$ cat config.mk
export PLATFORM = sky130hd
export DESIGN_NAME = display_command_byte_parser_unit_flat
export DESIGN_NICKNAME = d
export VERILOG_FILES = /design/src/rtl/dcbp_pkg.sv /design/src/rtl/dcbp_in_if.sv /design/src/rtl/dcbp_out_if.sv /design/src/rtl/display_command_byte_parser_unit.sv /design/src/flat_wrapper.sv
export SDC_FILE = /design/constraint.sdc
export NUM_CORES = 1
export LEC_CHECK = 0
export BUFFER_PORTS_ARGS = -buffer_cell sky130_fd_sc_hd__buf_4
export CAP_MARGIN = 20
export CORE_ASPECT_RATIO = 1.5
export CORE_UTILIZATION = 40
export DETAILED_ROUTE_END_ITERATION = 8
export GPL_TIMING_DRIVEN = 0
export PLACE_DENSITY = 0.56
export REMOVE_ABC_BUFFERS = 1
export SLEW_MARGIN = 20
export SYNTH_ARGS = -nofsm -noshare
export SYNTH_HDL_FRONTEND = slang
export SYNTH_SLANG_ARGS = --single-unit
$ cat constraint.sdc
create_clock -name clk_i -period 3.9 [get_ports clk_i]
set_input_delay 0.195 -clock clk_i [delete_from_list [all_inputs] [get_ports clk_i]]
set_output_delay 0.195 -clock clk_i [all_outputs]
set_load 0.01 [all_outputs]
$ cat src/rtl/dcbp_pkg.sv
// Package for the display command byte parser: types, constants and decode helpers.
package dcbp_pkg;

  localparam logic [7:0] ChZero = "0";
  localparam logic [7:0] ChFive = "5";
  localparam logic [7:0] ChNine = "9";
  localparam logic [7:0] ChStar = "*";
  localparam logic [7:0] ChQuery = "?";
  localparam logic [6:0] HexBaseReset = 7'd65;
  localparam logic [3:0] HexLetterCount = 4'd6;
  localparam logic [4:0] HexTen = 5'd10;
  localparam int unsigned ParamDepth = 3;

  typedef enum logic [4:0] {
    ACT_NONE     = 5'd0,
    ACT_SETCHAR  = 5'd1,
    ACT_BLANK    = 5'd2,
    ACT_CUSTOM   = 5'd3,
    ACT_DIM      = 5'd4,
    ACT_FLIP     = 5'd5,
    ACT_INVERT   = 5'd6,
    ACT_PALETTE  = 5'd7,
    ACT_MIRROR   = 5'd8,
    ACT_COPY     = 5'd9,
    ACT_ROLL     = 5'd10,
    ACT_SHIFT    = 5'd11,
    ACT_PIXEL    = 5'd12,
    ACT_RESET    = 5'd13,
    ACT_COLUMN   = 5'd14,
    ACT_WATCHDOG = 5'd15,
    ACT_DUMP     = 5'd16
  } action_e;

  typedef struct packed {
    logic [7:0] echo_byte;
    action_e    action;
    logic       display_select;
    logic       on_flag;
    logic [7:0] arg_a;
    logic [7:0] arg_b;
    logic [7:0] arg_c;
  } result_t;

  // Parameter count of a command byte, 0 when the byte takes no parameters or is not a command.
  function automatic logic [1:0] params_for(input logic [7:0] c);
    logic [1:0] n;
    case (c)
      "a", "A", "b", "B", "c", "C", "d", "D", "f", "F",
      "i", "I", "m", "M", "R", "!":                        n = 2'd1;
      "p", "P", "l", "L", "0", "1", "2", "3", "4",
      "5", "6", "7", "8", "9":                              n = 2'd2;
      "r", "s", "t", "T":                                   n = 2'd3;
      default:                                              n = 2'd0;
    endcase
    return n;
  endfunction

  // One hex digit; unknown digits read as 0.
  function automatic logic [3:0] nibble_of(input logic [7:0] c, input logic [6:0] base);
    logic [8:0] diff;
    logic [7:0] dig;
    logic [3:0] nib;
    diff = {1'b0, c} - {2'b00, base};
    dig  = c - ChZero;
    if (c >= ChZero && c <= ChNine) begin
      nib = dig[3:0];
    end else if (!diff[8] && diff < {5'd0, HexLetterCount}) begin
      nib = diff[3:0] + HexTen[3:0];
    end else begin
      nib = 4'd0;
    end
    return nib;
  endfunction

  function automatic logic [7:0] hex_pair(input logic [7:0] hi, input logic [7:0] lo,
                                          input logic [6:0] base);
    return {nibble_of(hi, base), nibble_of(lo, base)};
  endfunction

endpackage

$ cat src/rtl/dcbp_in_if.sv
// Input channel: received bytes with valid/ready handshake.
interface dcbp_in_if;
  logic       valid;
  logic       ready;
  logic [7:0] rx_byte;

  modport source (output valid, output rx_byte, input ready);
  modport sink (input valid, input rx_byte, output ready);
endinterface

$ cat src/rtl/dcbp_out_if.sv
// Output channel: echoed byte and decoded display action with valid/ready handshake.
interface dcbp_out_if;
  logic       valid;
  logic       ready;
  logic [7:0] echo_byte;
  logic [4:0] action;
  logic       display_select;
  logic       on_flag;
  logic [7:0] arg_a;
  logic [7:0] arg_b;
  logic [7:0] arg_c;

  modport source (output valid, output echo_byte, output action, output display_select,
                  output on_flag, output arg_a, output arg_b, output arg_c, input ready);
  modport sink (input valid, input echo_byte, input action, input display_select,
                input on_flag, input arg_a, input arg_b, input arg_c, output ready);
endinterface

$ cat src/rtl/display_command_byte_parser_unit.sv
// Top level: display command byte parser, one byte in and one result out per transaction.
//
//  channel          dir  handshake      payload
//  rx_i             in   valid/ready    rx_byte
//  tx_o             out  valid/ready    echo_byte, action, display_select, on_flag, arg_a..c
//  hex_letter_base  in   write enable   7-bit letter base for hex digits
//
// One byte per cycle unless the output stalls; input register, then result register.
// The parser state updates as a byte moves from the input register to the result register.
// Reset clears the pending command, counters, valids and sets the letter base to 'A'.
// A stalled output holds the result; the input register still takes a byte if it is empty.
module display_command_byte_parser_unit (
  input  logic       clk_i,
  input  logic       rst_ni,
  dcbp_in_if.sink    rx_i,
  dcbp_out_if.source tx_o,
  input  logic       hex_letter_base_we_i,
  input  logic [6:0] hex_letter_base_i
);

  logic [6:0]          hex_base_q;
  logic                in_valid_q;
  logic [7:0]          in_byte_q;
  logic                out_valid_q;
  dcbp_pkg::result_t   res_q, res_d;
  logic [7:0]          pending_q, pending_d;
  logic [1:0]          left_q, left_d;
  logic [1:0]          pos_q, pos_d;
  logic [7:0]          store_q [dcbp_pkg::ParamDepth];
  logic [7:0]          p0, p1, p2;
  logic                advance;
  logic                step;
  logic                which;
  logic [1:0]          n_params;
  logic [7:0]          col_off;

  assign advance    = !out_valid_q || tx_o.ready;
  assign step       = advance && in_valid_q;
  assign rx_i.ready = !in_valid_q || advance;

  always_ff @(posedge clk_i or negedge rst_ni) begin
    if (!rst_ni) begin
      hex_base_q <= dcbp_pkg::HexBaseReset;
    end else if (hex_letter_base_we_i) begin
      hex_base_q <= hex_letter_base_i;
    end
  end

  always_ff @(posedge clk_i or negedge rst_ni) begin
    if (!rst_ni) begin
      in_valid_q <= 1'b0;
    end else if (rx_i.ready) begin
      in_valid_q <= rx_i.valid;
    end
  end

  always_ff @(posedge clk_i) begin
    if (rx_i.ready && rx_i.valid) begin
      in_byte_q <= rx_i.rx_byte;
    end
  end

  // Parameters as seen at completion, with the current byte folded in.
  assign p0 = (pos_q == 2'd0) ? in_byte_q : store_q[0];
  assign p1 = (pos_q == 2'd1) ? in_byte_q : store_q[1];
  assign p2 = (pos_q == 2'd2) ? in_byte_q : store_q[2];
  assign which    = (p0 != dcbp_pkg::ChZero);
  assign n_params = dcbp_pkg::params_for(in_byte_q);
  assign col_off  = pending_q - ((pending_q > "4") ? dcbp_pkg::ChFive : dcbp_pkg::ChZero);

  always_comb begin
    pending_d = pending_q;
    left_d    = left_q;
    pos_d     = pos_q;
    res_d     = '0;
    res_d.echo_byte = in_byte_q;
    res_d.action    = dcbp_pkg::ACT_NONE;
    if (pending_q != 8'd0) begin
      left_d = left_q - 2'd1;
      pos_d  = pos_q + 2'd1;
      if (left_d == 2'd0) begin
        pending_d = 8'd0;
        pos_d     = 2'd0;
        case (pending_q)
          "a", "A": begin
            res_d.action         = dcbp_pkg::ACT_SETCHAR;
            res_d.display_select = (pending_q == "A");
            res_d.arg_a          = p0;
          end
          "b", "B", "c", "C", "d", "D", "f", "F", "i", "I", "m", "M": begin
            case (pending_q)
              "b", "B": res_d.action = dcbp_pkg::ACT_BLANK;
              "c", "C": res_d.action = dcbp_pkg::ACT_CUSTOM;
              "d", "D": res_d.action = dcbp_pkg::ACT_DIM;
              "f", "F": res_d.action = dcbp_pkg::ACT_FLIP;
              "i", "I": res_d.action = dcbp_pkg::ACT_INVERT;
              default:  res_d.action = dcbp_pkg::ACT_MIRROR;
            endcase
            res_d.display_select = which;
            res_d.on_flag        = pending_q[5];
          end
          "l", "L", "p", "P": begin
            res_d.action = (pending_q == "l" || pending_q == "L") ?
                           dcbp_pkg::ACT_PALETTE : dcbp_pkg::ACT_COPY;
            res_d.display_select = !pending_q[5];
            res_d.arg_a          = dcbp_pkg::hex_pair(p0, p1, hex_base_q);
          end
          "r", "s": begin
            res_d.action = (pending_q == "r") ? dcbp_pkg::ACT_ROLL : dcbp_pkg::ACT_SHIFT;
            res_d.display_select = which;
            res_d.arg_a          = p1;
            res_d.arg_b          = p2 - dcbp_pkg::ChZero;
          end
          "t", "T": begin
            res_d.action         = dcbp_pkg::ACT_PIXEL;
            res_d.display_select = which;
            res_d.on_flag        = (pending_q == "t");
            res_d.arg_b          = p1 - dcbp_pkg::ChZero;
            res_d.arg_c          = p2 - dcbp_pkg::ChZero;
          end
          "!": begin
            res_d.action         = dcbp_pkg::ACT_RESET;
            res_d.display_select = which;
          end
          "0", "1", "2", "3", "4", "5", "6", "7", "8", "9": begin
            res_d.action         = dcbp_pkg::ACT_COLUMN;
            res_d.display_select = (pending_q > "4");
            res_d.arg_a          = dcbp_pkg::hex_pair(p0, p1, hex_base_q);
            res_d.arg_b          = col_off;
          end
          default: res_d.action = dcbp_pkg::ACT_NONE;
        endcase
      end
    end else begin
      left_d    = n_params;
      pos_d     = 2'd0;
      pending_d = (n_params != 2'd0) ? in_byte_q : 8'd0;
      if (n_params == 2'd0) begin
        if (in_byte_q == dcbp_pkg::ChStar) begin
          res_d.action = dcbp_pkg::ACT_WATCHDOG;
        end else if (in_byte_q == dcbp_pkg::ChQuery) begin
          res_d.action = dcbp_pkg::ACT_DUMP;
        end
      end
    end
  end

  always_ff @(posedge clk_i or negedge rst_ni) begin
    if (!rst_ni) begin
      pending_q   <= 8'd0;
      left_q      <= 2'd0;
      pos_q       <= 2'd0;
      out_valid_q <= 1'b0;
    end else begin
      if (advance) begin
        out_valid_q <= in_valid_q;
      end
      if (step) begin
        pending_q <= pending_d;
        left_q    <= left_d;
        pos_q     <= pos_d;
      end
    end
  end

  always_ff @(posedge clk_i) begin
    if (step) begin
      res_q <= res_d;
      if (pending_q != 8'd0 && pos_q != 2'd3) begin
        store_q[pos_q] <= in_byte_q;
      end
    end
  end

  assign tx_o.valid          = out_valid_q;
  assign tx_o.echo_byte      = res_q.echo_byte;
  assign tx_o.action         = res_q.action;
  assign tx_o.display_select = res_q.display_select;
  assign tx_o.on_flag        = res_q.on_flag;
  assign tx_o.arg_a          = res_q.arg_a;
  assign tx_o.arg_b          = res_q.arg_b;
  assign tx_o.arg_c          = res_q.arg_c;

  a_pending_has_count: assert property (@(posedge clk_i) disable iff (!rst_ni)
    (pending_q != 8'd0) == (left_q != 2'd0))
    else $error("pending command and parameter count disagree");

  a_count_bound: assert property (@(posedge clk_i) disable iff (!rst_ni)
    (pending_q != 8'd0) |-> ({1'b0, pos_q} + {1'b0, left_q}) <= 3'd3)
    else $error("parameter position and count exceed three");

  a_action_clears: assert property (@(posedge clk_i) disable iff (!rst_ni)
    (step && res_d.action != dcbp_pkg::ACT_NONE) |=> (pending_q == 8'd0))
    else $error("command still pending after an action");

  a_no_overrun: assert property (@(posedge clk_i) disable iff (!rst_ni)
    (in_valid_q && !advance) |=> (in_valid_q && $stable(in_byte_q)))
    else $error("input register lost a byte under stall");

endmodule
$ cat src/flat_wrapper.sv
// flat-port wrapper written by rule: the top's interface ports become plain ports
module display_command_byte_parser_unit_flat 
  (clk_i, rst_ni, hex_letter_base_we_i, hex_letter_base_i, rx_i_valid, rx_i_rx_byte, rx_i_ready, tx_o_valid, tx_o_echo_byte, tx_o_action, tx_o_display_select, tx_o_on_flag, tx_o_arg_a, tx_o_arg_b, tx_o_arg_c, tx_o_ready);
  dcbp_in_if rx_i_i ();
  dcbp_out_if tx_o_i ();
  input  logic clk_i;
  input  logic rst_ni;
  input  logic hex_letter_base_we_i;
  input  logic [6:0] hex_letter_base_i;
  input wire logic [$bits(rx_i_i.valid)-1:0] rx_i_valid;
  input wire logic [$bits(rx_i_i.rx_byte)-1:0] rx_i_rx_byte;
  output wire logic [$bits(rx_i_i.ready)-1:0] rx_i_ready;
  output wire logic [$bits(tx_o_i.valid)-1:0] tx_o_valid;
  output wire logic [$bits(tx_o_i.echo_byte)-1:0] tx_o_echo_byte;
  output wire logic [$bits(tx_o_i.action)-1:0] tx_o_action;
  output wire logic [$bits(tx_o_i.display_select)-1:0] tx_o_display_select;
  output wire logic [$bits(tx_o_i.on_flag)-1:0] tx_o_on_flag;
  output wire logic [$bits(tx_o_i.arg_a)-1:0] tx_o_arg_a;
  output wire logic [$bits(tx_o_i.arg_b)-1:0] tx_o_arg_b;
  output wire logic [$bits(tx_o_i.arg_c)-1:0] tx_o_arg_c;
  input wire logic [$bits(tx_o_i.ready)-1:0] tx_o_ready;
  assign rx_i_i.valid = rx_i_valid;
  assign rx_i_i.rx_byte = rx_i_rx_byte;
  assign rx_i_ready = rx_i_i.ready;
  assign tx_o_valid = tx_o_i.valid;
  assign tx_o_echo_byte = tx_o_i.echo_byte;
  assign tx_o_action = tx_o_i.action;
  assign tx_o_display_select = tx_o_i.display_select;
  assign tx_o_on_flag = tx_o_i.on_flag;
  assign tx_o_arg_a = tx_o_i.arg_a;
  assign tx_o_arg_b = tx_o_i.arg_b;
  assign tx_o_arg_c = tx_o_i.arg_c;
  assign tx_o_i.ready = tx_o_ready;
  display_command_byte_parser_unit u_core (.clk_i(clk_i), .rst_ni(rst_ni), .rx_i(rx_i_i), .tx_o(tx_o_i), .hex_letter_base_we_i(hex_letter_base_we_i), .hex_letter_base_i(hex_letter_base_i));
endmodule
# Yosys cells after proc, flatten, opt, wreduce, memory -nomap -nowiden
# Memories as Yosys holds them, arrays and structs flattened. A register that Yosys moved wholly into a read port is not among the register bits.
# Cells that the tools add are included.
# totals
word_cells,142
out_inout_bits,41
reg_bits,68
input_bits,20
memories,2
ram_bits,24
rom_bits,256
# classes
eq_ne,40
mux,33
addsub,10
n_lt_le_gt_ge,7
reduce_logical,36
# memory_table
name,depth,width,rd,rd_ports_with_merged_regs,wr,line,rtl
(no name shown),128,2,1,1,0,dcbp_pkg.sv:47,case (c)
u_core.store_q,3,8,3,0,1,display_command_byte_parser_unit.sv:29,logic [7:0] store_q [dcbp_pkg::ParamDepth];
# op_table
op,count
"equality test 8 x 7 -> 1 bit, second input constant",22
"equality test 8 x 6 -> 1 bit, second input constant",13
2-to-1 mux 8 bit,7
one-hot mux 8 bit (3 select lines),2
one-hot mux 5 bit (7 select lines),1
2-to-1 mux 31 bit,1
2-to-1 mux 4 bit,5
2-to-1 mux 5 bit,4
one-hot mux 4 bit (5 select lines),1
"less-than comparator 9 x 3 -> 1 bit, second input constant",2
subtractor 8 x 7 -> 9 bit,2
OR reduction 17 bit,1
"greater-or-equal comparator 8 x 6 -> 1 bit, second input constant",2
"<= comparator 8 x 6 -> 1 bit, second input constant",2
OR reduction 2 bit,8
"subtractor 8 x 6 -> 8 bit, second input constant",2
OR reduction 14 bit,1
OR reduction 12 bit,1
OR reduction 10 bit,1
"adder 4 bit, second input constant",2
"greater-than comparator 8 x 6 -> 1 bit, second input constant",1
2-to-1 mux 2 bit,4
"!= test 8 x 6 -> 1 bit, second input constant",1
nonzero test 8 bit,1
other kinds (21),39

# Logic depth before layout (Yosys ltp)
# logic_depth
depth_word,10
mapped_depth,13
ltp_nobuf,12

# Worst setup path before layout
# No wires, ideal clock.
# synth_path
kind,reg-to-reg
from,register u_core.pos_q[0]
to,"register u_core.res_q (netlist bit u_core.tx_o.arg_a[5]), data pin"
n_path_buf,1
t_required_ns,3.724
arrival_ns,3.120
synth_period_minus_slack_ns,3.296
path_stages_with_launch,14
slack_ns,0.604
setup_ns,0.176
cell_sequence,dfrtp_1 inv_1 ha_1 buf_2 mux2i_1 ha_1 inv_1 fa_1 xor2_1 ha_1 o21bai_1 nor4_1 nand4_1 o32ai_1
# synth_via
elab_chain_cells,8
word_cells_on_any_way,16
classes_between,add/sub (3); order compare (3); eq/ne (1); mux (5); reduce/logical (4)
# synth_rtl
element,line,rtl
start: declaration,display_command_byte_parser_unit.sv:28,"logic [1:0] pos_q, pos_d;"
start signal: assignment,display_command_byte_parser_unit.sv:161,pos_q <= pos_d;
logical NOT 2 bit,display_command_byte_parser_unit.sv:64,assign p0 = (pos_q == 2'd0) ? in_byte_q : store_q[0];
2-to-1 mux 8 bit,display_command_byte_parser_unit.sv:64,
subtractor 8 x 7 -> 9 bit,dcbp_pkg.sv:63,"diff = {1'b0, c} - {2'b00, base};"
less-than comparator 9 x 3 -> 1 bit or logical NOT 1 bit (tied branches),dcbp_pkg.sv:67,"end else if (!diff[8] && diff < {5'd0, HexLetterCount}) begin"
logical AND 1 bit,dcbp_pkg.sv:67,
2-to-1 mux 4 bit,dcbp_pkg.sv:67,
2-to-1 mux 4 bit,dcbp_pkg.sv:65,if (c >= ChZero && c <= ChNine) begin
one-hot mux 8 bit (3 select lines) (*),display_command_byte_parser_unit.sv:84,case (pending_q)
end signal: assignment,display_command_byte_parser_unit.sv:168,res_q <= res_d;
end: declaration,display_command_byte_parser_unit.sv:25,"dcbp_pkg::result_t res_q, res_d;"
# Mark *: on every way between the ends. The rest lies on a longest branch, timed or not.
# A chain may end at the register's enable or synchronous reset.

# Worst setup path in the final report
# Ends and elaborated chain as after synthesis.

==> flow_summary.toml <==
[route]
drt-initial-drc-count = 169
ant_nets = 0
vias_per_cell = 5.719
wire_per_inst_um = 18.46
drc = 0
via_count = 4598
routed_wl_um = 14840
dr.pass1.iters = 5

[cts]
cts_tree = "done"
cts.clk_slew.worst_paths_ns = 0.07
clk_latency_ns = 0.35
numCtsBuffers = 9
cts.sinks = 94
htreeDepth = 3
root_buffer = "clkbuf_16"
cts_buffer_depth = 2
post_cts_buffers = 0

[logic_synthesis]
synthCells = 558
syn_area_mm2 = 0.005832
ys_ff_latch = 94
synth-edff-count = 71
synth-async-reset-ratio = 0.2234
yosysSeqAreaShare = 0.4630
synth.distinct_cells = 83
yosysWarnings = 0
syn_avg_cell_area_um2 = 10.45
ys.flop_type = "edfxtp_1"

[cells_and_area]
layout-drive-gt1-share = 0.1993
stdcell_area_mm2 = 0.006744
area_growth_pct = 15.64
num_antenna_cells = 0
fin_util = 0.4775
final_cells = 804
fillers = 1328
fin_nets = 657

[die]
num_rows = 53
die_h_um = 149.9
core_area_mm2 = 0.01412
initial_core_util = 0.4129
die_area_mm2 = 0.01508
pin_count = 61
fp.dieW_um = 100.6

[timing]
finalHoldViolations = 0
finalWorstSetupSlack_ns = 0.2281
finalCriticalPeriod_ns = 3.672
skew_ns = 0.01039
rsz0062_at_grt = "true"
fmax_mhz = 272.3
drv_slew = 0
fin_crit_sh = 0.9415
setup_viol = 0
max_slew_margin = 0.3286
worst_slew_pin_slew_ns = 1.006

[global_routing]
grt_max_degree = 49
antenna_found_initial = 0
grt_pass1_vias = 4469
track_usage = 0.2057
grt_overflow_total = 0
grt_pass1_wl_um = 23400

[placement]
post_dp_cell_area_mm2 = 0.006412
dp_hpwl_um = 10950
dp_slack_ns = -0.1535
routabilityCongestion = 0.8802
place_inst = 787
port_buffers = 60

[critical_path]
startpoint = "u_core.pos_q[0]$_DFFE_PN0P_"
cp-end-kind = "flip-flop"
worstPathArrival_ns = 3.80
start_kind = "flip-flop"
r2r_start = "u_core.pos_q[0]$_DFFE_PN0P_"
path_class = "reg2reg"
cp_max_fo = 13
critical_path_required_ns = 4.03
reg2reg_depth = 12

[job]
drv_cap = 0

[min_path]
hold_class = "in2reg"
min_from = "rx_i_rx_byte[7]"
hold_depth = 1

[outcome]
outcome = "complete, no violations"

[power_and_ir_drop]
power_density_mw_per_mm2 = 598.9
p_leak_nw = 2.598
peakVddDrop_mv = 0.2429
-- power by group --
group	internal, W	total, W	switching (W)
sequential	0.00122	0.00138	0.000161
combinational	0.000725	0.00180	0.00107
clock	0.000473	0.000857	0.000384
-- Yosys cell counts (3+ instances only) --
| master | n | area, um2 |
|---|---|---|
| a31oi_1 | 10 | 62.56 |
| nor2_1 | 38 | 142.6 |
| and3_1 | 11 | 68.82 |
| nor3_1 | 20 | 100.1 |
| mux2_2 | 20 | 225.2 |
| nand3_1 | 10 | 50.05 |
| nand4_1 | 4 | 25.02 |
| o21ai_0 | 27 | 135.1 |
| nor2b_1 | 12 | 75.07 |
| dfrtp_1 | 19 | 475.5 |
| o21ai_1 | 12 | 60.06 |
| and2_1 | 6 | 37.54 |
| o32ai_1 | 8 | 70.07 |
| buf_2 | 10 | 50.05 |
| xnor2_1 | 5 | 43.79 |
| ha_1 | 28 | 350.3 |
| a21o_1 | 6 | 45.04 |
| a22oi_1 | 9 | 67.56 |
| nand2b_1 | 12 | 75.07 |
| a21oi_1 | 36 | 180.2 |
| or3_1 | 4 | 25.02 |
| o21a_1 | 6 | 45.04 |
| mux2i_1 | 7 | 70.07 |
| a211oi_1 | 3 | 22.52 |
| edfxtp_1 | 71 | 2132 |
| o31ai_1 | 3 | 22.52 |
| nand2_1 | 32 | 120.1 |
| clkbuf_1 | 10 | 37.54 |
| a22o_1 | 3 | 26.28 |
| mux2i_2 | 3 | 41.29 |
| and4_1 | 3 | 26.28 |
| a221oi_1 | 3 | 26.28 |
| o22ai_1 | 4 | 25.02 |
| xor2_1 | 7 | 61.31 |
| inv_1 | 31 | 116.4 |
-- registers in the layout, indices dropped and copies added (netlist names), 2 cells and up, named ones only --
signal and flops:
u_core.hex_base_q 7, u_core.in_byte_q 8, u_core.left_q 2, u_core.pending_q 8
u_core.pos_q 2, u_core.store_q 24, u_core.tx_o.action 5, u_core.tx_o.arg_a 8
u_core.tx_o.arg_b 8, u_core.tx_o.arg_c 8, u_core.tx_o.echo_byte 8
-- layout by cell type (no fill, tap or decap), types with 5 or more instances in the layout --
cell type  instances
mux2_2            20
nor2_1            38
a31oi_1           10
xor2_1             7
o21ai_0           27
nand2b_1          12
and2_1             6
o21a_1             6
nor3_1            20
buf_4             60
a21o_1             6
dfrtp_1           19
and3_1            11
clkbuf_16         10
a21oi_1           36
xnor2_1            5
nand3_1           10
edfxtp_1          71
o32ai_1            8
mux2i_1            6
inv_1             31
nor2b_1           12
o21ai_1           12
a22oi_1            9
ha_1              26
nand2_1           32
-- cell type report --
cell class	instances	area, um2	area share
clock buffer	10	250.2	0.03711
clock inverter	6	43.79	0.006494
inverter	33	126.4	0.01874
multi-input combinational	408	2923	0.4334
sequential	94	2700	0.4004
tap	192	240.2	0.03562
timing repair buffer	61	460.4	0.06827
-- critical path, stage by stage, from the launching register on --
cell      delay [ns]
dfrtp_1         0.40
inv_1           0.16
ha_4            0.27
mux2i_4         0.35
ha_1            0.19
inv_1           0.05
fa_1            0.43
xor2_1          0.18
ha_1            0.22
o21bai_1        0.16
nor4_1          0.41
nand4_1         0.23
o32ai_1         0.40
-- logic make-up (layout without fill, tap and decap cells) --
| family | after synthesis | count (layout) | synth area share |
|---|---|---|---|
| muxes | 30 | 30 | 0.05771 |
| AOI/OAI and AO/OA | 160 | 160 | 0.1877 |
| and+or+nand+nor | 176 | 176 | 0.1661 |
| xor gates and xnor gates | 12 | 12 | 0.01802 |
| DFF | 94 | 94 | 0.4630 |
| adders and majority gates | 30 | 30 | 0.06694 |
| buffers and inverters | 56 | 110 | 0.04055 |
-- per-stage QoR --
stage	power [W]	setup TNS [ns]	hold WS, ns
2_1_floorplan	0.002672	0	-0.1006
3_3_place_gp	0.003137	-0.1003	0.1032
3_5_place_dp	0.003157	-0.3242	0.1067
4_1_cts	0.004036	0	0.02055
5_1_grt	0.004312	-0.07737	0.02590
6_report	0.004039	0	0.02629
-- routing by layer --
layer	track usage	vias to the layer above	share of wire
met2	0.3551	156	0.51
li1	-	2205	-
met4	0.1036	0	0.035
met5	0	-	0
met3	0.02616	30	0.039
met1	0.2499	2207	0.42
-- repair_timing --
action                                  4_1_cts  5_1_grt
endpoints found under the setup margin        4        7
resized for setup                             2        3
hold buffers                                  1        0
hold endpoints to repair                     20        0
-- final timing paths --
kind	slack, ns	to
min in group asynchronous	0.27	u_core.hex_base_q[4]$_DFFE_PN0P_
max in group asynchronous	3.35	u_core.hex_base_q[0]$_DFFE_PN1P_
min reg2reg	0.51	u_core.left_q[1]$_DFFE_PN0P_
min	0.03	u_core.in_byte_q[7]$_DFFE_PP_
max reg2reg	0.23	u_core.tx_o.arg_a[5]$_SDFFCE_PN0P_
max	0.23	u_core.tx_o.arg_a[5]$_SDFFCE_PN0P_
Note: power is estimated with default switching activity, not from simulation.
